### src/hdl/http_req_pkg.sv
package http_req_pkg;

    // parser phases, one-hot
    typedef enum logic [6:0] {
        PH_METHOD  = 7'b0000001,
        PH_PATH    = 7'b0000010,
        PH_VERSION = 7'b0000100,
        PH_NAME    = 7'b0001000,
        PH_SKIP    = 7'b0010000,
        PH_VALUE   = 7'b0100000,
        PH_BODY    = 7'b1000000
    } phase_t;

    typedef enum logic [1:0] {
        KIND_NONE = 2'd0,
        KIND_AUTH = 2'd1,
        KIND_CLEN = 2'd2
    } kind_t;

    // verdicts; the low two bits are the status code
    typedef enum logic [2:0] {
        V_OK   = 3'd0,
        V_MORE = 3'd1,
        V_BAD  = 3'd2,
        V_BIG  = 3'd3,
        V_NONE = 3'd4
    } verdict_t;

    localparam logic [2:0] CLS_OTHER  = 3'd0;
    localparam logic [2:0] CLS_METHOD = 3'd1;
    localparam logic [2:0] CLS_PATH   = 3'd2;
    localparam logic [2:0] CLS_AUTH   = 3'd3;
    localparam logic [2:0] CLS_BODY   = 3'd4;

    localparam logic [7:0] CH_CR    = 8'h0d;
    localparam logic [7:0] CH_LF    = 8'h0a;
    localparam logic [7:0] CH_SPACE = 8'h20;
    localparam logic [7:0] CH_TAB   = 8'h09;
    localparam logic [7:0] CH_COLON = 8'h3a;
    localparam logic [7:0] CH_ZERO  = 8'h30;
    localparam logic [7:0] CH_NINE  = 8'h39;

    localparam int REQUEST_MAX_DEF = 4096;
    localparam int METHOD_MAX_DEF  = 16;
    localparam int PATH_MAX_DEF    = 256;
    localparam int AUTH_MAX_DEF    = 256;

    // "HTTP/"
    function automatic logic [7:0] version_char(input logic [3:0] idx);
        logic [7:0] ch;
        unique case (idx)
            4'd0:    ch = 8'h48;
            4'd1:    ch = 8'h54;
            4'd2:    ch = 8'h54;
            4'd3:    ch = 8'h50;
            default: ch = 8'h2f;
        endcase
        return ch;
    endfunction

    // "authorization"
    function automatic logic [7:0] auth_char(input logic [3:0] idx);
        logic [7:0] ch;
        unique case (idx)
            4'd0:    ch = "a";
            4'd1:    ch = "u";
            4'd2:    ch = "t";
            4'd3:    ch = "h";
            4'd4:    ch = "o";
            4'd5:    ch = "r";
            4'd6:    ch = "i";
            4'd7:    ch = "z";
            4'd8:    ch = "a";
            4'd9:    ch = "t";
            4'd10:   ch = "i";
            4'd11:   ch = "o";
            default: ch = "n";
        endcase
        return ch;
    endfunction

    // "content-length"
    function automatic logic [7:0] clen_char(input logic [3:0] idx);
        logic [7:0] ch;
        unique case (idx)
            4'd0:    ch = "c";
            4'd1:    ch = "o";
            4'd2:    ch = "n";
            4'd3:    ch = "t";
            4'd4:    ch = "e";
            4'd5:    ch = "n";
            4'd6:    ch = "t";
            4'd7:    ch = "-";
            4'd8:    ch = "l";
            4'd9:    ch = "e";
            4'd10:   ch = "n";
            4'd11:   ch = "g";
            4'd12:   ch = "t";
            default: ch = "h";
        endcase
        return ch;
    endfunction

    function automatic logic [7:0] to_lower(input logic [7:0] c);
        return (c >= 8'h41 && c <= 8'h5a) ? c + 8'h20 : c;
    endfunction

endpackage

### src/hdl/http_request_header_parser.sv
// Streaming HTTP/1.1 request header checker. One request byte is accepted per transaction and
// every byte gives exactly one result transaction, tagging it as method, path, authorization
// value or body byte and echoing it. On the byte that settles the request the result carries the
// verdict (ok, need more, bad, too large) and the collected lengths; after all but need more the
// parser starts over. Throughput is one byte per clock: the whole per-byte update, including a
// held carriage return resolved together with the following byte, sits between the state registers
// and the result register, so s_ready only drops while a result waits.
module http_request_header_parser #(
    parameter int REQUEST_MAX = http_req_pkg::REQUEST_MAX_DEF,
    parameter int METHOD_MAX  = http_req_pkg::METHOD_MAX_DEF,
    parameter int PATH_MAX    = http_req_pkg::PATH_MAX_DEF,
    parameter int AUTH_MAX    = http_req_pkg::AUTH_MAX_DEF
) (
    input  logic        aclk,
    input  logic        aresetn,
    input  logic        s_valid,
    output logic        s_ready,
    input  logic [7:0]  s_data_byte,
    input  logic        s_end_of_data,
    output logic        m_valid,
    input  logic        m_ready,
    output logic [2:0]  m_byte_class,
    output logic [7:0]  m_byte_echo,
    output logic        m_verdict_valid,
    output logic [1:0]  m_status,
    output logic [3:0]  m_method_length,
    output logic [7:0]  m_path_length,
    output logic [7:0]  m_auth_length,
    output logic [12:0] m_body_length
);

    localparam int MAX_MP = (METHOD_MAX > PATH_MAX) ? METHOD_MAX : PATH_MAX;
    localparam int MAX_F  = (MAX_MP > AUTH_MAX) ? MAX_MP : AUTH_MAX;
    localparam int FW     = $clog2(MAX_F + 1);
    localparam int LW     = $clog2(REQUEST_MAX + 2);
    localparam int TW     = $clog2(REQUEST_MAX + 1);
    localparam int PW     = LW + 4;

    typedef struct packed {
        http_req_pkg::phase_t phase;
        logic [TW-1:0]        total;
        logic [FW-1:0]        fcount;
        logic [3:0]           nmi;
        http_req_pkg::kind_t  kind;
        logic                 fl_cr;
        logic                 fl_auth;
        logic                 fl_clen;
        logic [LW-1:0]        acc;
        logic [4:0]           digits;
        logic [LW-1:0]        body_rem;
        logic [FW-1:0]        sv_method;
        logic [FW-1:0]        sv_path;
        logic [FW-1:0]        sv_auth;
        logic [LW-1:0]        sv_body;
    } st_t;

    typedef struct packed {
        st_t                    s;
        http_req_pkg::verdict_t v;
        logic [2:0]             cls;
    } res_t;

    localparam st_t ST_RESET = '{
        phase: http_req_pkg::PH_METHOD, kind: http_req_pkg::KIND_NONE, default: '0};

    st_t  state_reg, state_next;
    res_t step;

    logic        m_valid_reg;
    logic [2:0]  cls_reg;
    logic [7:0]  echo_reg;
    logic        vvalid_reg;
    logic [1:0]  status_reg;
    logic [3:0]  mlen_reg;
    logic [7:0]  plen_reg;
    logic [7:0]  alen_reg;
    logic [12:0] blen_reg;

    function automatic st_t start_line(input st_t si);
        st_t s;
        s = si;
        s.phase   = http_req_pkg::PH_NAME;
        s.nmi     = '0;
        s.kind    = http_req_pkg::KIND_NONE;
        s.fl_auth = 1'b1;
        s.fl_clen = 1'b1;
        s.fcount  = '0;
        s.acc     = '0;
        s.digits  = '0;
        return s;
    endfunction

    // value byte of an authorization or content-length line
    function automatic res_t value_byte(input res_t ri, input logic [7:0] c);
        res_t          r;
        logic [PW-1:0] prod;
        r = ri;
        prod = '0;
        if (r.s.kind == http_req_pkg::KIND_AUTH) begin
            if (r.s.fcount < FW'(AUTH_MAX)) r.s.fcount = r.s.fcount + 1'b1;
            r.cls = http_req_pkg::CLS_AUTH;
        end else if (c < http_req_pkg::CH_ZERO || c > http_req_pkg::CH_NINE) begin
            r.v = http_req_pkg::V_BAD;
        end else begin
            r.s.digits = r.s.digits + 1'b1;
            if (r.s.digits > 5'd15) begin
                r.v = http_req_pkg::V_BAD;
            end else begin
                prod = (PW'(r.s.acc) << 3) + (PW'(r.s.acc) << 1) + PW'(c - http_req_pkg::CH_ZERO);
                if (prod > PW'(REQUEST_MAX)) r.s.acc = LW'(REQUEST_MAX + 1);
                else r.s.acc = prod[LW-1:0];
            end
        end
        return r;
    endfunction

    // one ordinary (non line-ending) byte
    function automatic res_t feed(input st_t si, input logic [7:0] c);
        res_t       r;
        logic [7:0] lc;
        r.s   = si;
        r.v   = http_req_pkg::V_NONE;
        r.cls = http_req_pkg::CLS_OTHER;
        lc    = http_req_pkg::to_lower(c);
        unique case (si.phase)
            http_req_pkg::PH_METHOD: begin
                if (c == http_req_pkg::CH_SPACE) begin
                    if (si.fcount == '0) r.v = http_req_pkg::V_BAD;
                    else begin
                        r.s.sv_method = si.fcount;
                        r.s.fcount    = '0;
                        r.s.phase     = http_req_pkg::PH_PATH;
                    end
                end else begin
                    r.s.fcount = si.fcount + 1'b1;
                    r.cls      = http_req_pkg::CLS_METHOD;
                    if (r.s.fcount >= FW'(METHOD_MAX)) r.v = http_req_pkg::V_BAD;
                end
            end
            http_req_pkg::PH_PATH: begin
                if (c == http_req_pkg::CH_SPACE) begin
                    if (si.fcount == '0) r.v = http_req_pkg::V_BAD;
                    else begin
                        r.s.sv_path = si.fcount;
                        r.s.fcount  = '0;
                        r.s.nmi     = '0;
                        r.s.phase   = http_req_pkg::PH_VERSION;
                    end
                end else begin
                    r.s.fcount = si.fcount + 1'b1;
                    r.cls      = http_req_pkg::CLS_PATH;
                    if (r.s.fcount >= FW'(PATH_MAX)) r.v = http_req_pkg::V_BAD;
                end
            end
            http_req_pkg::PH_VERSION: begin
                if (si.nmi < 4'd5) begin
                    if (c != http_req_pkg::version_char(si.nmi)) r.v = http_req_pkg::V_BAD;
                    else r.s.nmi = si.nmi + 1'b1;
                end
            end
            http_req_pkg::PH_NAME: begin
                if (si.kind != http_req_pkg::KIND_NONE) begin
                    if (c == http_req_pkg::CH_COLON) begin
                        r.s.phase  = http_req_pkg::PH_SKIP;
                        r.s.fcount = '0;
                    end
                end else if (si.nmi < 4'd15) begin
                    if (si.nmi < 4'd13 && si.fl_auth && lc != http_req_pkg::auth_char(si.nmi))
                        r.s.fl_auth = 1'b0;
                    if (si.nmi < 4'd14 && si.fl_clen && lc != http_req_pkg::clen_char(si.nmi))
                        r.s.fl_clen = 1'b0;
                    r.s.nmi = si.nmi + 1'b1;
                    if (r.s.nmi == 4'd13 && r.s.fl_auth) r.s.kind = http_req_pkg::KIND_AUTH;
                    if (r.s.nmi == 4'd14 && r.s.fl_clen) r.s.kind = http_req_pkg::KIND_CLEN;
                end
            end
            http_req_pkg::PH_SKIP: begin
                if (c != http_req_pkg::CH_SPACE && c != http_req_pkg::CH_TAB) begin
                    r.s.phase = http_req_pkg::PH_VALUE;
                    r = value_byte(r, c);
                end
            end
            http_req_pkg::PH_VALUE: r = value_byte(r, c);
            default: ;
        endcase
        return r;
    endfunction

    // CR LF pair
    function automatic res_t line_end(input st_t si);
        res_t r;
        r.s   = si;
        r.v   = http_req_pkg::V_NONE;
        r.cls = http_req_pkg::CLS_OTHER;
        if (si.phase == http_req_pkg::PH_METHOD || si.phase == http_req_pkg::PH_PATH) begin
            r.v = http_req_pkg::V_BAD;
        end else if (si.phase == http_req_pkg::PH_VERSION) begin
            if (si.nmi < 4'd5) r.v = http_req_pkg::V_BAD;
            else r.s = start_line(si);
        end else if (si.phase == http_req_pkg::PH_NAME && si.nmi == '0) begin
            // empty line closes the header block
            if (si.sv_body != '0) begin
                r.s.phase    = http_req_pkg::PH_BODY;
                r.s.body_rem = si.sv_body;
                r.s.fl_auth  = 1'b0;
                r.s.fl_clen  = 1'b0;
                r.s.fl_cr    = 1'b0;
            end else begin
                r.v = http_req_pkg::V_OK;
            end
        end else begin
            if (si.kind == http_req_pkg::KIND_AUTH) begin
                if (si.phase == http_req_pkg::PH_VALUE && si.fcount != '0 &&
                    si.fcount < FW'(AUTH_MAX))
                    r.s.sv_auth = si.fcount;
            end else if (si.kind == http_req_pkg::KIND_CLEN) begin
                if (si.phase != http_req_pkg::PH_VALUE) r.v = http_req_pkg::V_BAD;
                else if (si.acc > LW'(REQUEST_MAX)) r.v = http_req_pkg::V_BIG;
                else r.s.sv_body = si.acc;
            end
            if (r.v == http_req_pkg::V_NONE) r.s = start_line(r.s);
        end
        return r;
    endfunction

    // per-byte update
    always_comb begin
        st_t  s;
        res_t r1;
        s = state_reg;
        if (s.total < TW'(REQUEST_MAX)) s.total = s.total + 1'b1;
        step.s   = s;
        step.v   = http_req_pkg::V_NONE;
        step.cls = http_req_pkg::CLS_OTHER;
        r1       = step;
        if (s.phase == http_req_pkg::PH_BODY) begin
            step.cls = http_req_pkg::CLS_BODY;
            if (s.body_rem != '0) step.s.body_rem = s.body_rem - 1'b1;
            if (step.s.body_rem == '0) step.v = http_req_pkg::V_OK;
        end else if (s.fl_cr) begin
            s.fl_cr = 1'b0;
            if (s_data_byte == http_req_pkg::CH_LF) begin
                step = line_end(s);
            end else begin
                // held CR was an ordinary byte after all
                r1 = feed(s, http_req_pkg::CH_CR);
                step.s = r1.s;
                step.v = r1.v;
                if (r1.v == http_req_pkg::V_NONE) begin
                    if (s_data_byte == http_req_pkg::CH_CR) step.s.fl_cr = 1'b1;
                    else step = feed(r1.s, s_data_byte);
                end
            end
        end else if (s_data_byte == http_req_pkg::CH_CR) begin
            step.s.fl_cr = 1'b1;
        end else begin
            step = feed(s, s_data_byte);
        end
        if (step.v == http_req_pkg::V_NONE && s.total >= TW'(REQUEST_MAX))
            step.v = http_req_pkg::V_BIG;
        if (step.v == http_req_pkg::V_NONE && s_end_of_data)
            step.v = http_req_pkg::V_MORE;
    end

    always_comb begin
        state_next = step.s;
        if (step.v == http_req_pkg::V_OK || step.v == http_req_pkg::V_BAD ||
            step.v == http_req_pkg::V_BIG)
            state_next = ST_RESET;
    end

    assign s_ready = !m_valid_reg || m_ready;

    // parser state
    always_ff @(posedge aclk) begin
        if (!aresetn) begin
            state_reg   <= ST_RESET;
            m_valid_reg <= 1'b0;
        end else begin
            if (s_valid && s_ready) begin
                state_reg   <= state_next;
                m_valid_reg <= 1'b1;
            end else if (m_ready) begin
                m_valid_reg <= 1'b0;
            end
        end
    end

    // result register
    always_ff @(posedge aclk) begin
        if (s_valid && s_ready) begin
            cls_reg  <= step.cls;
            echo_reg <= s_data_byte;
            if (step.v == http_req_pkg::V_NONE) begin
                vvalid_reg <= 1'b0;
                status_reg <= '0;
                mlen_reg   <= '0;
                plen_reg   <= '0;
                alen_reg   <= '0;
                blen_reg   <= '0;
            end else begin
                vvalid_reg <= 1'b1;
                status_reg <= step.v[1:0];
                mlen_reg   <= 4'(step.s.sv_method);
                plen_reg   <= 8'(32'(step.s.sv_path));
                alen_reg   <= 8'(32'(step.s.sv_auth));
                blen_reg   <= 13'(32'(step.s.sv_body));
            end
        end
    end

    assign m_valid         = m_valid_reg;
    assign m_byte_class    = cls_reg;
    assign m_byte_echo     = echo_reg;
    assign m_verdict_valid = vvalid_reg;
    assign m_status        = status_reg;
    assign m_method_length = mlen_reg;
    assign m_path_length   = plen_reg;
    assign m_auth_length   = alen_reg;
    assign m_body_length   = blen_reg;

endmodule

### config.mk
export PLATFORM = sky130hd
export DESIGN_NAME = http_request_header_parser
export DESIGN_NICKNAME = d
export VERILOG_FILES = /design/src/hdl/http_req_pkg.sv /design/src/hdl/http_request_header_parser.sv
export SDC_FILE = /design/constraint.sdc
export NUM_CORES = 1
export LEC_CHECK = 0
export BUFFER_PORTS_ARGS = -buffer_cell sky130_fd_sc_hd__buf_2
export CAP_MARGIN = 20
export CELL_PAD_IN_SITES_DETAIL_PLACEMENT = 0
export CELL_PAD_IN_SITES_GLOBAL_PLACEMENT = 1
export CORE_MARGIN = 3
export CORE_UTILIZATION = 40
export CTS_CLUSTER_DIAMETER = 40
export CTS_CLUSTER_SIZE = 30
export DETAILED_ROUTE_END_ITERATION = 8
export GPL_TIMING_DRIVEN = 1
export PLACE_DENSITY_LB_ADDON = 0.1
export SETUP_SLACK_MARGIN = 0.4
export SLEW_MARGIN = 30
export SYNTH_ARGS = -nofsm -noshare
export SYNTH_HDL_FRONTEND = slang
export SYNTH_SLANG_ARGS = --single-unit
### constraint.sdc
create_clock -name aclk -period 8.07 [get_ports aclk]
set_clock_uncertainty 0.05 [all_clocks]
set_input_delay 0.4035 -clock aclk [delete_from_list [all_inputs] [get_ports aclk]]
set_output_delay 0.4035 -clock aclk [all_outputs]
set_load 0.01 [all_outputs]
* After elaboration in Yosys (flattened, before gate mapping)
Memories as Yosys holds them, arrays and structs flattened. A register that Yosys moved wholly into a read port is not among the register bits. Index checks and enable logic that the tools add are counted.
Storage, ports and cells: register bits 157, memory bits (read-only) 528, input bits 13, output and inout port bits 49, logic and storage cells 542, memories kept 6
Memories:
- (no name shown) | depth 16, bits a word 6, read ports 1, clocked after Yosys merged registers in 1, wr ports 0, line http_req_pkg.sv:85 | unique case (idx)
- (no name shown) | depth 16, bits a word 6, read ports 1, clocked after Yosys merged registers in 0, wr ports 0, line http_req_pkg.sv:85
- (no name shown) | depth 16, bits a word 6, read ports 1, clocked after Yosys merged registers in 1, wr ports 0, line http_req_pkg.sv:85
- (no name shown) | depth 16, bits a word 5, read ports 1, clocked after Yosys merged registers in 1, wr ports 0, line http_req_pkg.sv:64 | unique case (idx)
- (no name shown) | depth 16, bits a word 5, read ports 1, clocked after Yosys merged registers in 0, wr ports 0, line http_req_pkg.sv:64
- (no name shown) | depth 16, bits a word 5, read ports 1, clocked after Yosys merged registers in 1, wr ports 0, line http_req_pkg.sv:64
Cells by class: add/subtract/negate cells 14, order comparisons 25, equality and inequality tests 81, mux-type cells 320, reductions and logical operators 69
Operators with widths (number):
- two-way mux 115 bit | 5
- two-way mux 109 bit | 5
- two-way mux 8 bit | 56
- two-way mux 9 bit | 27
- two-way mux 71 bit | 3
- two-way mux 13 bit | 16
- two-way mux 79 bit | 2
- two-way mux 16 bit | 8
- one-hot mux 31 bit (2 select lines) | 2
- two-way mux 112 bit | 1
- two-way mux 3 bit | 36
- two-way mux 7 bit | 14
- two-way mux 18 bit | 5
- one-hot mux 9 bit (2 select lines) | 5
- one-hot mux 9 bit (5 select lines) | 2
- two-way mux 20 bit | 4
- two-way mux 40 bit | 2
- two-way mux 4 bit | 19
- two-way mux 35 bit | 2
- two-way mux 56 bit | 1
- one-hot mux 7 bit (4 select lines) | 2
- two-way mux 1 bit | 55
- two-way mux 2 bit | 24
- != test 8 bit | 6
- 86 further kinds | 207

* Depth between registers and ports, before layout
Gate-level depths: netlist (run 1).
word-level depth 69, mapped depth 25, mapped depth without buffers 23

* Least setup slack after synthesis (run 1)
OpenSTA, ideal clock, no wires.
path kind flip-flop to flip-flop, from register state_reg[76] (netlist bit), to register (tool-made name), setup time 0.125 ns, arrival time 5.743 ns, data required time 7.895 ns, path slack 2.152 ns, cell stages (with the launch flop) 24, path buffers 2, clock period less this slack 5.918 ns, cells stage by stage dfxtp_1 > ha_1 > clkbuf_1 > a311oi_1 > and3_1 > clkbuf_1 > xnor2_1 > inv_1 > ha_1 > nor3_1 > nand2b_1 > and4_1 > a2bb2o_1 > nor3_1 > o31a_1 > nor3_1 > o21ai_4 > or4_4 > nand2_2 > nand2_2 > ha_1 > nor2b_1 > a311oi_1 > nand3b_1
RTL lines:
- start, declared | line http_request_header_parser.sv:66 | st_t state_reg, state_next;
- start signal, assigned | line http_request_header_parser.sv:281 | state_reg <= state_next;

==> summary.md, run 1 <==
| Metric | Value |
|---|---|
| Yosys top cell by area | dfxtp_1 |
| Final #Nets | 1661 |
| Final Cell Area | 13500 sq um |
| DR DRC count | 0 |
| Crit. End Element | flip-flop |
| CP top delay family | simple AND/OR/NAND/NOR gates |
| Die Area | 33000 sq um |
| Tot Pwr | 2.94 mW |
| Cells after synthesis | 1576 |
| Static leakage | 5.08 nW |
| FF-to-FF path depth | 21 |
| Number of endpoints failing setup at the final stage | 0 |
| Max Clk Rate | 0.150 GHz |
| Seq pwr share | 32.8% |
| Pwr/cell area | 218 nW/um^2 |
| Syn avg cell area | 7.84 sq um |
| Rows | 63 |
| Clock root buffer | clkbuf_16 |
| WP data required | 8340 ps |
| Vias in the first global route | 11600 |
| # diodes | 0 |
| Setup Fix Bufs, Post-CTS | 0 |
| Most frequent cells in the layout | nor2_1, a21oi_1, nand2_1 |
| Drt pass-1 iters | 5 |
| Register area share after synthesis | 29.9% |
| Slew headroom | 37.7% |
| Resized Gates After CTS | 0 |
| IO Port Bufs | 61 |
| Area delta synth->final | 9.13% |
| Vias per cell | 6.15 |
| Cell area after synthesis | 12400 sq um |
| Top cells by area, synth | dfxtp_1, edfxtp_1, nor2_1 |
| Clk Latency, worst-skew pair | 440 ps |
| Core area | 30000 sq um |
| Commonest non-fill, non-tap cell in the layout | nor2_1 |
| Gpl congestion | 0.982 |
| Register-to-register path setup slack | 1390 ps |
| Status | completed |
| Largest net degree at the start of global routing | 71 |
| Synth top area share | 18.5% |
| Global-route wire length before repair | 66.1 mm |
| HPWL after DPL | 30.0 mm |
| Async set-reset flop share out of synthesis | 0% |
| Initial core utilization | 41.1% |
| Number of flip-flops in the largest register | 102 |
| Fraction of layout cells with a size suffix above 1 | 10.6% |
| Worst slew pin tran | 934 ps |
| Sw Pwr | 1.28 mW |
| Antenna-violating nets left | 0 |
| Max stage delay on crit path | 600 ps |
| IO Pins | 62 |
| Number of flops mapped to enable cells by yosys | 47 |
| Hold Buf Count CTS | 0 |
| Fin crit share | 82.8% |
| Tightest Hold Check Type | in2reg |
| Pint | 1.66 mW |
| Min Tclk post-route | 6680 ps |
| Util after Layout | 44.9% |
| Netlist cell types | 95 |
| Clock power share | 26.1% |
| CTS HTree Levels | 4 |
| Initial antenna violation count | 0 |
| RSZ-0062 raised after global routing | false |
| Yosys warnings | 0 |
| Worst Path Buf+Inv | 1 |
| Hold_ws | 155 ps |
| VDD IR max | 157 uV |
| Synth Register Bits | 161 |
| CTS tree | done |
| DR vias | 12200 |
| Grt total ovfl | 0 |
| CP Cell Sequence | ha_1 > a311oi_1 > and3_1 > mux2_2 > inv_1 > ha_1 > nor3_1 > nand2b_1 > a31oi_1 > a2bb2o_1 > nor3_1 > a31oi_1 > o32ai_1 > a31oi_1 > or4_4 > nand2_2 > nand2_2 > ha_1 > nor2b_1 > a311oi_1 > nand3b_1 |
| Fin Setup TNS | 0 ps |
| Ys flop type | dfxtp_1 |
| Fillers | 3053 |
| Area of the multi-input gates | 7980 sq um |
| FF+latch area | 3690 sq um |
| Fin. Hold Viols | 0 |
| Sw frac | 43.6% |
| Worst path arrival time | 6950 ps |
| Slew Limit Fails | 0 |
| Mapped Nets | 1657 |
| Crit. path cell count | 21 |
| Drt wl/cell | 21.1 um |
| Comb power frac | 41.2% |
| Clock Path Buffers | 2 |
| Max Cap Viol | 0 |
| TritonCTS Sinks | 161 |
| GR Util All Layers | 24.9% |
| Chip height | 182 um |
| Total CTS buffers | 17 |
| Slowest-stage cell, CP | or4_4 |
| First DRT Iteration DRCs | 1356 |
| CP Launch Type | flip-flop |
| Total Routed Length | 41.8 mm |
| Worst Hold Depth | 3 |
| Reg clk slew, reported paths | 70 ps |
| WS Path Type | reg2reg |
| Placed Area | 12900 sq um |
| Die width | 182 um |
| CP max FO | 10 |
==> per-layer routing <==
layer | up-vias | routed length [um] | GRT usage (%)
met2 | 440 | 19600 | 40.6
met4 | 0 | 1010 | 7.34
met1 | 5885 | 18700 | 34.5
met5 | - | 0 | 0
li1 | 5796 | - | -
met3 | 73 | 2520 | 3.17
==> power by group through the flow <==
stage	clock network, mW	registers, mW	logic (mW)
after floorplan	0	0.931	0.872
after global placement	0	0.978	1.18
after detailed placement	0	0.979	1.18
after CTS	0.786	0.961	1.18
after global routing	0.811	0.969	1.32
final	0.767	0.963	1.21
==> cell type report <==
class	instances	area share, %
clock buffers	17	3.16
clock inverters	15	0.826
inverters	76	2.12
multi-input cells	1237	59.2
flip-flops and latches	161	27.4
well taps	390	3.62
repair buffers	87	3.71
==> synthesized netlist by cell type, types with 32 or more instances <==
library cell / n
nor2_1: 190
a21oi_1: 121
nand2_1: 116
dfxtp_1: 114
o21ai_0: 97
clkbuf_1: 80
inv_1: 72
ha_1: 56
nand3_1: 52
nor3_1: 48
edfxtp_1: 47
xor2_1: 36
nor2b_1: 32
==> worst paths after layout <==
kind                               startpoint            end
worst max-delay path            state_reg[76]      flip-flop
worst min-delay path                  s_valid        m_valid
worst max register to register  state_reg[76]      flip-flop
worst min register to register  state_reg[57]  state_reg[57]
==> worst min-delay path, cell delays in order <==
cell and delay (ps):
buf_2 100, inv_1 40, a21oi_1 50
==> metrics by stage <==
step | instances | setup WS (ps)
after detailed placement | 1951 | 1490
after CTS | 1983 | 1460
final | 1983 | 1390
after floorplan | 1576 | 2150
after global placement | 1951 | 1680
after global routing | 1983 | 845
==> cells by family after synthesis <==
kind of cell | count (synthesis) | synth area share, %
AND/OR/NAND/NOR | 606 | 24.7
AO/OA/AOI/OAI | 462 | 24.6
buffers and inverters | 178 | 5.69
flip-flops | 161 | 29.9
adder cells (fa/ha/maj) | 68 | 7.62
XOR/XNOR | 67 | 4.75
multiplexers | 34 | 2.80
(Power assumes the default switching activity.)
==> inputs of run 2 (changes only) <==
Clock period 8.07 ns to 6.5 ns, I/O delays scaled along.
==> summary.md, run 2 (synthesis gave the netlist of run 1 again) <==
| Metric | Value |
|---|---|
| Status | completed (unchanged) |
| Placed Area | 13200 sq um (was 12900 sq um) |
| TritonCTS Sinks | 161 (unchanged) |
| Max Cap Viol | 0 (unchanged) |
| Number of endpoints failing setup at the final stage | 0 (unchanged) |
| Total Routed Length | 42.8 mm (was 41.8 mm) |
| Fraction of layout cells with a size suffix above 1 | 13.2% (was 10.6%) |
| Grt total ovfl | 0 (unchanged) |
| HPWL after DPL | 31.2 mm (was 30.0 mm) |
| CTS tree | done (unchanged) |
| Number of flip-flops in the largest register | 102 (unchanged) |
| Pwr/cell area | 279 nW/um^2 (was 218 nW/um^2) |
| Slew Limit Fails | 0 (unchanged) |
| Largest net degree at the start of global routing | 71 (unchanged) |
| Worst Path Buf+Inv | 0 (was 1) |
| Initial core utilization | 41.1% (unchanged) |
| Antenna-violating nets left | 0 (unchanged) |
| CP Cell Sequence | or4_4 > or4_4 > nand2_2 > nand2_1 > o21ai_2 > ha_2 > o21ai_2 > nor2_1 > nand2_1 > ha_1 > nand2b_1 > a311o_1 > a21oi_1 > o311a_2 > o21ai_4 > or4_4 > nand2_2 > nand2_2 > ha_4 > nor2b_1 > a311oi_1 > nand3b_1 (was ha_1 > a311oi_1 > and3_1 > mux2_2 > inv_1 > ha_1 > nor3_1 > nand2b_1 > a31oi_1 > a2bb2o_1 > nor3_1 > a31oi_1 > o32ai_1 > a31oi_1 > or4_4 > nand2_2 > nand2_2 > ha_1 > nor2b_1 > a311oi_1 > nand3b_1) |
| Util after Layout | 46.2% (was 44.9%) |
| Final Cell Area | 13900 sq um (was 13500 sq um) |
| Drt pass-1 iters | 5 (unchanged) |
| Core area | 30000 sq um (unchanged) |
| DR DRC count | 0 (unchanged) |
| Dpl cells | 1981 (was 1951) |
| Die Area | 33000 sq um (unchanged) |
| Die width | 182 um (unchanged) |
| First DRT Iteration DRCs | 1000 (was 1356) |
| Rows | 63 (unchanged) |
| Max Clk Rate | 0.172 GHz (was 0.150 GHz) |
| Commonest non-fill, non-tap cell in the layout | nor2_1 (unchanged) |
| Max stage delay on crit path | 610 ps (was 600 ps) |
| Gpl congestion | 0.940 (was 0.982) |
| Layout Cells excl Fill | 2016 (was 1983) |
| Drt wl/cell | 21.2 um (was 21.1 um) |
| Global-route wire length before repair | 67.8 mm (was 66.1 mm) |
| CTS HTree Levels | 4 (unchanged) |
| Tot Pwr | 3.86 mW (was 2.94 mW) |
| Most frequent cells in the layout | nor2_1, a21oi_1, nand2_1 (unchanged) |
| Tightest Hold Check Type | in2reg (unchanged) |
| Final #Nets | 1694 (was 1661) |
| WS Path Type | reg2reg (unchanged) |
| Clock Path Buffers | 2 (unchanged) |
| Slew headroom | 40.0% (was 37.7%) |
| Vias per cell | 6.11 (was 6.15) |
| Hold Buf Count CTS | 0 (unchanged) |
| Fin crit share | 89.5% (was 82.8%) |
| DR vias | 12300 (was 12200) |
| CP Launch Type | flip-flop (unchanged) |
| Worst path arrival time | 6080 ps (was 6950 ps) |
| IO Pins | 62 (unchanged) |
| CP max FO | 10 (unchanged) |
| Fin Setup TNS | 0 ps (unchanged) |
| Hold_ws | 85.2 ps (was 155 ps) |
| # diodes | 0 (unchanged) |
| Reg clk slew, reported paths | 70 ps (about the same) |
| GR Util All Layers | 25.5% (was 24.9%) |
| Chip height | 182 um (unchanged) |
| Fin. Hold Viols | 0 (unchanged) |
| WP data required | 6770 ps (was 8340 ps) |
| Clock root buffer | clkbuf_16 (unchanged) |
| CP top delay family | simple AND/OR/NAND/NOR gates (unchanged) |
| Slack of the critical path | 686 ps (was 1390 ps) |
| Vias in the first global route | 11900 (was 11600) |
| Min Tclk post-route | 5810 ps (was 6680 ps) |
| Initial antenna violation count | 0 (unchanged) |
| Crit. End Element | flip-flop (unchanged) |
| VDD IR max | 174 uV (was 157 uV) |
| Clk Latency, worst-skew pair | 440 ps (about the same) |
| Pre-CTS WS | 326 ps (was 1490 ps) |
| Slowest-stage cell, CP | or4_4 (unchanged) |
| Total CTS buffers | 17 (unchanged) |
| Static leakage | 5.30 nW (was 5.08 nW) |
| Worst slew pin tran | 891 ps (was 934 ps) |
| IO Port Bufs | 61 (unchanged) |
| Area delta synth->final | 12.3% (was 9.13%) |
| RSZ-0062 raised after global routing | false (unchanged) |
-- run 2: cell types whose count changed in the layout (fill, tap and decap cells not counted), moves of 3 or more --
cell / delta
clkinv_4: -3
ha_1: -3
clkinv_1: -3
buf_4: +31
-- run 2: path summary, 6_finish.rpt --
path | start | to | slack [ps] | depth (start not counted)
hold reg to reg | state_reg[57] | state_reg[57] | 410 | 2
setup reg to reg | state_reg[103] | flip-flop | 690 | 22
setup / recovery | state_reg[103] | flip-flop | 690 | 22
hold / removal | s_valid | m_valid | 90 | 3
-- run 2: metal layers --
| layer | share of wire [%] | GRT usage (%) |
|---|---|---|
| met1 | 44 | 33.9 |
| met2 | 47 | 42.5 |
| met3 | 5.9 | 3.97 |
| met4 | 3.0 | 8.50 |
| met5 | 0 | 0 |
-- run 2: tightest hold or removal path: stages --
cell and delay (ps):
buf_2 100, inv_1 40, a21oi_1 50
-- run 2: where the power goes --
| group | switching [mW] | internal, mW | leakage (nW) | total, mW |
|---|---|---|---|---|
| registers | 0.0650 | 1.09 | 1.39 | 1.16 |
| clock network | 0.465 | 0.596 | 0.286 | 1.06 |
| logic | 1.10 | 0.544 | 3.62 | 1.65 |
| total | 1.63 | 2.23 | 5.30 | 3.86 |
-- run 2: area by class of cell --
| type | instances | area, sq um |
|---|---|---|
| clock buffer | 20 | 457 |
| clock inverter | 12 | 146 |
| fill | 3006 | 16200 |
| inverter | 76 | 285 |
| multi-input combinational | 1237 | 8020 |
| sequential | 161 | 3690 |
| tap | 390 | 488 |
| timing repair buffer | 120 | 776 |
-- run 2: what timing repair did --
action / in CTS / in global routing
setup endpoints to repair: 11 / 52
pin swaps: 1 / 1
resized for setup: 4 / 13
setup buffers: 1 / 1
gates cloned: 0 / 0
==> inputs of run 3 (changes only) <==
Settings changed: BUFFER_PORTS_ARGS -buffer_cell sky130_fd_sc_hd__buf_2 to -buffer_cell sky130_fd_sc_hd__buf_4, CORE_UTILIZATION 40 to 43.
Clock period 6.5 ns to 5.1 ns, I/O delays scaled along.
==> summary.md, run 3 (synthesis gave the netlist of run 1 again) <==
| Metric | Value |
|---|---|
| Vias in the first global route | 12500 (was 11900) |
| Slack of the critical path | 82.2 ps (was 686 ps) |
| CP top delay family | simple AND/OR/NAND/NOR gates (unchanged) |
| RSZ-0062 raised after global routing | true (was false) |
| IO Port Bufs | 61 (unchanged) |
| DR DRC count | 0 (unchanged) |
| Gpl congestion | 0.954 (was 0.940) |
| Antenna-violating nets left | 0 (unchanged) |
| Number of endpoints failing setup at the final stage | 0 (unchanged) |
| CTS tree | done (unchanged) |
| Initial antenna violation count | 0 (unchanged) |
| Register-to-register path setup slack | 80 ps (was 690 ps) |
| Util after Layout | 59.9% (was 46.2%) |
| CTS HTree Levels | 4 (unchanged) |
| TritonCTS Sinks | 161 (unchanged) |
| CP Launch Type | flip-flop (unchanged) |
| Drt wl/cell | 21.0 um (was 21.2 um) |
| Fin crit share | 98.4% (was 89.5%) |
| DR vias | 13300 (was 12300) |
| Number of flip-flops in the largest register | 102 (unchanged) |
| WS Path Type | reg2reg (unchanged) |
| WP data required | 5380 ps (was 6770 ps) |
| Reg clk slew, reported paths | 80 ps (was 70 ps) |
| FF-to-FF path depth | 21 (was 22) |
| Sw frac | 42.4% (was 42.2%) |
| IO Pins | 62 (unchanged) |
| Rows | 61 (was 63) |
| Slowest-stage cell, CP | or4_4 (unchanged) |
| Vias per cell | 6.08 (was 6.11) |
| CP max FO | 5 (was 10) |
| Die width | 175 um (was 182 um) |
| Fraction of layout cells with a size suffix above 1 | 28.8% (was 13.2%) |
| Slew Limit Fails | 0 (unchanged) |
| Placed Area | 14000 sq um (was 13200 sq um) |
| Most frequent CP cell | buf_4 |
| Min Tclk post-route | 5020 ps (was 5810 ps) |
| Hold EP | m_byte_echo[7] (was m_valid) |
| Most frequent cells in the layout | buf_4, nor2_1, nand2_1, dfxtp_1, a21oi_1 (was nor2_1, a21oi_1, nand2_1) |
| Comb power frac | 56.8% (was 42.6%) |
| Hold_sp | s_data_byte[7] (was s_valid) |
| Hold_ws | 35.4 ps (was 85.2 ps) |
| Pwr/cell area | 385 nW/um^2 (was 279 nW/um^2) |
| First DRT Iteration DRCs | 1288 (was 1000) |
| Worst Hold Depth | 1 (was 3) |
| Largest net degree at the start of global routing | 72 (was 71) |
| Fin. Hold Viols | 0 (unchanged) |
| Chip height | 175 um (was 182 um) |
| HPWL after DPL | 31.2 mm (about the same) |
| # diodes | 0 (unchanged) |
| Slew headroom | 33.0% (was 40.0%) |
| Clk Latency, worst-skew pair | 440 ps (about the same) |
| Status | completed (unchanged) |
| Core area | 28000 sq um (was 30000 sq um) |
| Worst path arrival time | 5300 ps (was 6080 ps) |
| CP Cell Sequence | or4_4 > or4_4 > buf_4 > a22oi_2 > o21ai_4 > buf_4 > buf_4 > buf_4 > buf_4 > xor2_1 > a311o_1 > a21oi_2 > o311a_4 > o21ai_4 > or4_4 > nand2_4 > nand2_4 > ha_4 > nor2b_1 > a311oi_1 > nand3b_1 (was or4_4 > or4_4 > nand2_2 > nand2_1 > o21ai_2 > ha_2 > o21ai_2 > nor2_1 > nand2_1 > ha_1 > nand2b_1 > a311o_1 > a21oi_1 > o311a_2 > o21ai_4 > or4_4 > nand2_2 > nand2_2 > ha_4 > nor2b_1 > a311oi_1 > nand3b_1) |
| R2R Path Start | state_reg[104] (was state_reg[103]) |
| Initial core utilization | 44.1% (was 41.1%) |
| Worst Path Buf+Inv | 5 (was 0) |
| Max stage delay on crit path | 550 ps (was 610 ps) |
| Sw Pwr | 2.74 mW (was 1.63 mW) |
| Total Routed Length | 45.9 mm (was 42.8 mm) |
| Grt total ovfl | 0 (unchanged) |
| Tightest Hold Check Type | in2reg (unchanged) |
| Static leakage | 6.53 nW (was 5.30 nW) |
| Fillers | 2513 (was 3006) |
| Clock power share | 20.8% (was 27.5%) |
| Final #Nets | 1876 (was 1694) |
| Area delta synth->final | 35.8% (was 12.3%) |
| Pint | 3.72 mW (was 2.23 mW) |
| Pre-CTS WS | -25.3 ps (was 326 ps) |
| GR Util All Layers | 28.2% (was 25.5%) |
| Commonest non-fill, non-tap cell in the layout | buf_4 (was nor2_1) |
| Drt pass-1 iters | 6 (was 5) |
| Max Cap Viol | 0 (unchanged) |
| Clock root buffer | clkbuf_16 (unchanged) |
| Total CTS buffers | 17 (unchanged) |
| Seq pwr share | 22.4% (was 30.0%) |
| Global-route wire length before repair | 69.8 mm (was 67.8 mm) |
| Worst slew pin tran | 1000 ps (was 891 ps) |
| Final Cell Area | 16800 sq um (was 13900 sq um) |
| Clock Path Buffers | 2 (unchanged) |
| Crit. End Element | flip-flop (unchanged) |
| Tot Pwr | 6.47 mW (was 3.86 mW) |
| Die Area | 30800 sq um (was 33000 sq um) |
| Max Clk Rate | 0.199 GHz (was 0.172 GHz) |
| VDD IR max | 297 uV (was 174 uV) |
run 3: cell types whose count changed in the layout (fill, tap and decap cells not counted), sizes merged, moves of 2 or more:
cell | previous run | this run
inv | 80 | 82
a21o | 8 | 10
bufinv | 2 | 0
buf | 120 | 295
clkbuf | 20 | 18
clkinv | 3 | 7
run 3: worst reg2reg max path: stages (launching register included):
cell      delay [ps]
dfxtp_4          370
or4_4            550
or4_4            530
buf_4            160
a22oi_2          290
o21ai_4          100
buf_4            150
buf_4            120
buf_4            120
buf_4            140
xor2_1           160
a311o_1          350
a21oi_2          210
o311a_4          210
o21ai_4           80
or4_4            450
nand2_4           90
nand2_4           80
ha_4             260
nor2b_1          130
a311oi_1         230
nand3b_1         100
run 3: how the worst max path moves through the flow:
stage	start	end	slack, ps	cells after the start
after floorplan	state_reg[104]	flip-flop	40	22
after global placement	state_reg[103]	flip-flop	-40	23
after detailed placement	state_reg[103]	flip-flop	-30	23
after CTS	state_reg[105]	flip-flop	160	22
after global routing	state_reg[104]	flip-flop	-50	20
final	state_reg[104]	flip-flop	80	21
run 3: metal layers:
| metal | part of all wire (%) | track usage, % |
|---|---|---|
| met1 | 44 | 37.9 |
| met2 | 47 | 46.1 |
| met3 | 5.5 | 3.44 |
| met4 | 4.0 | 11.8 |
| met5 | 0 | 0 |
run 3: metrics by stage:
step           instances  setup TNS (ps)
6_report            2186               0
2_1_floorplan       1576               0
5_1_grt             2186           -66.6
3_3_place_gp        2039           -70.6
4_1_cts             2151               0
3_5_place_dp        2039           -47.4
run 3: repair_timing:
action,in CTS,in global routing
hold endpoints to repair,1,0
cloned,3,5
pin swaps,34,50
endpoints found under the setup margin,85,145
gates resized for setup,85,187
hold buffers,1,0
setup buffers,76,30
run 3: cell type report:
| type | instances | area (sq um) | share of cell area (%) |
|---|---|---|---|
| clock buffer | 17 | 425 | 2.54 |
| clock inverter | 15 | 184 | 1.10 |
| inverter | 76 | 300 | 1.79 |
| multi-input combinational | 1241 | 8990 | 53.6 |
| sequential | 161 | 3700 | 22.1 |
| tap | 378 | 473 | 2.82 |
| timing repair buffer | 298 | 2700 | 16.1 |
run 3: power by group through the flow:
| stage | Combinational, mW | Clock [mW] | Sequential (mW) |
|---|---|---|---|
| after floorplan | 1.47 | 0 | 1.47 |
| after global placement | 2.27 | 0 | 1.47 |
| after CTS | 2.91 | 1.37 | 1.44 |
| after detailed placement | 2.28 | 0 | 1.47 |
| after global routing | 3.85 | 1.41 | 1.45 |
| final | 3.67 | 1.35 | 1.45 |
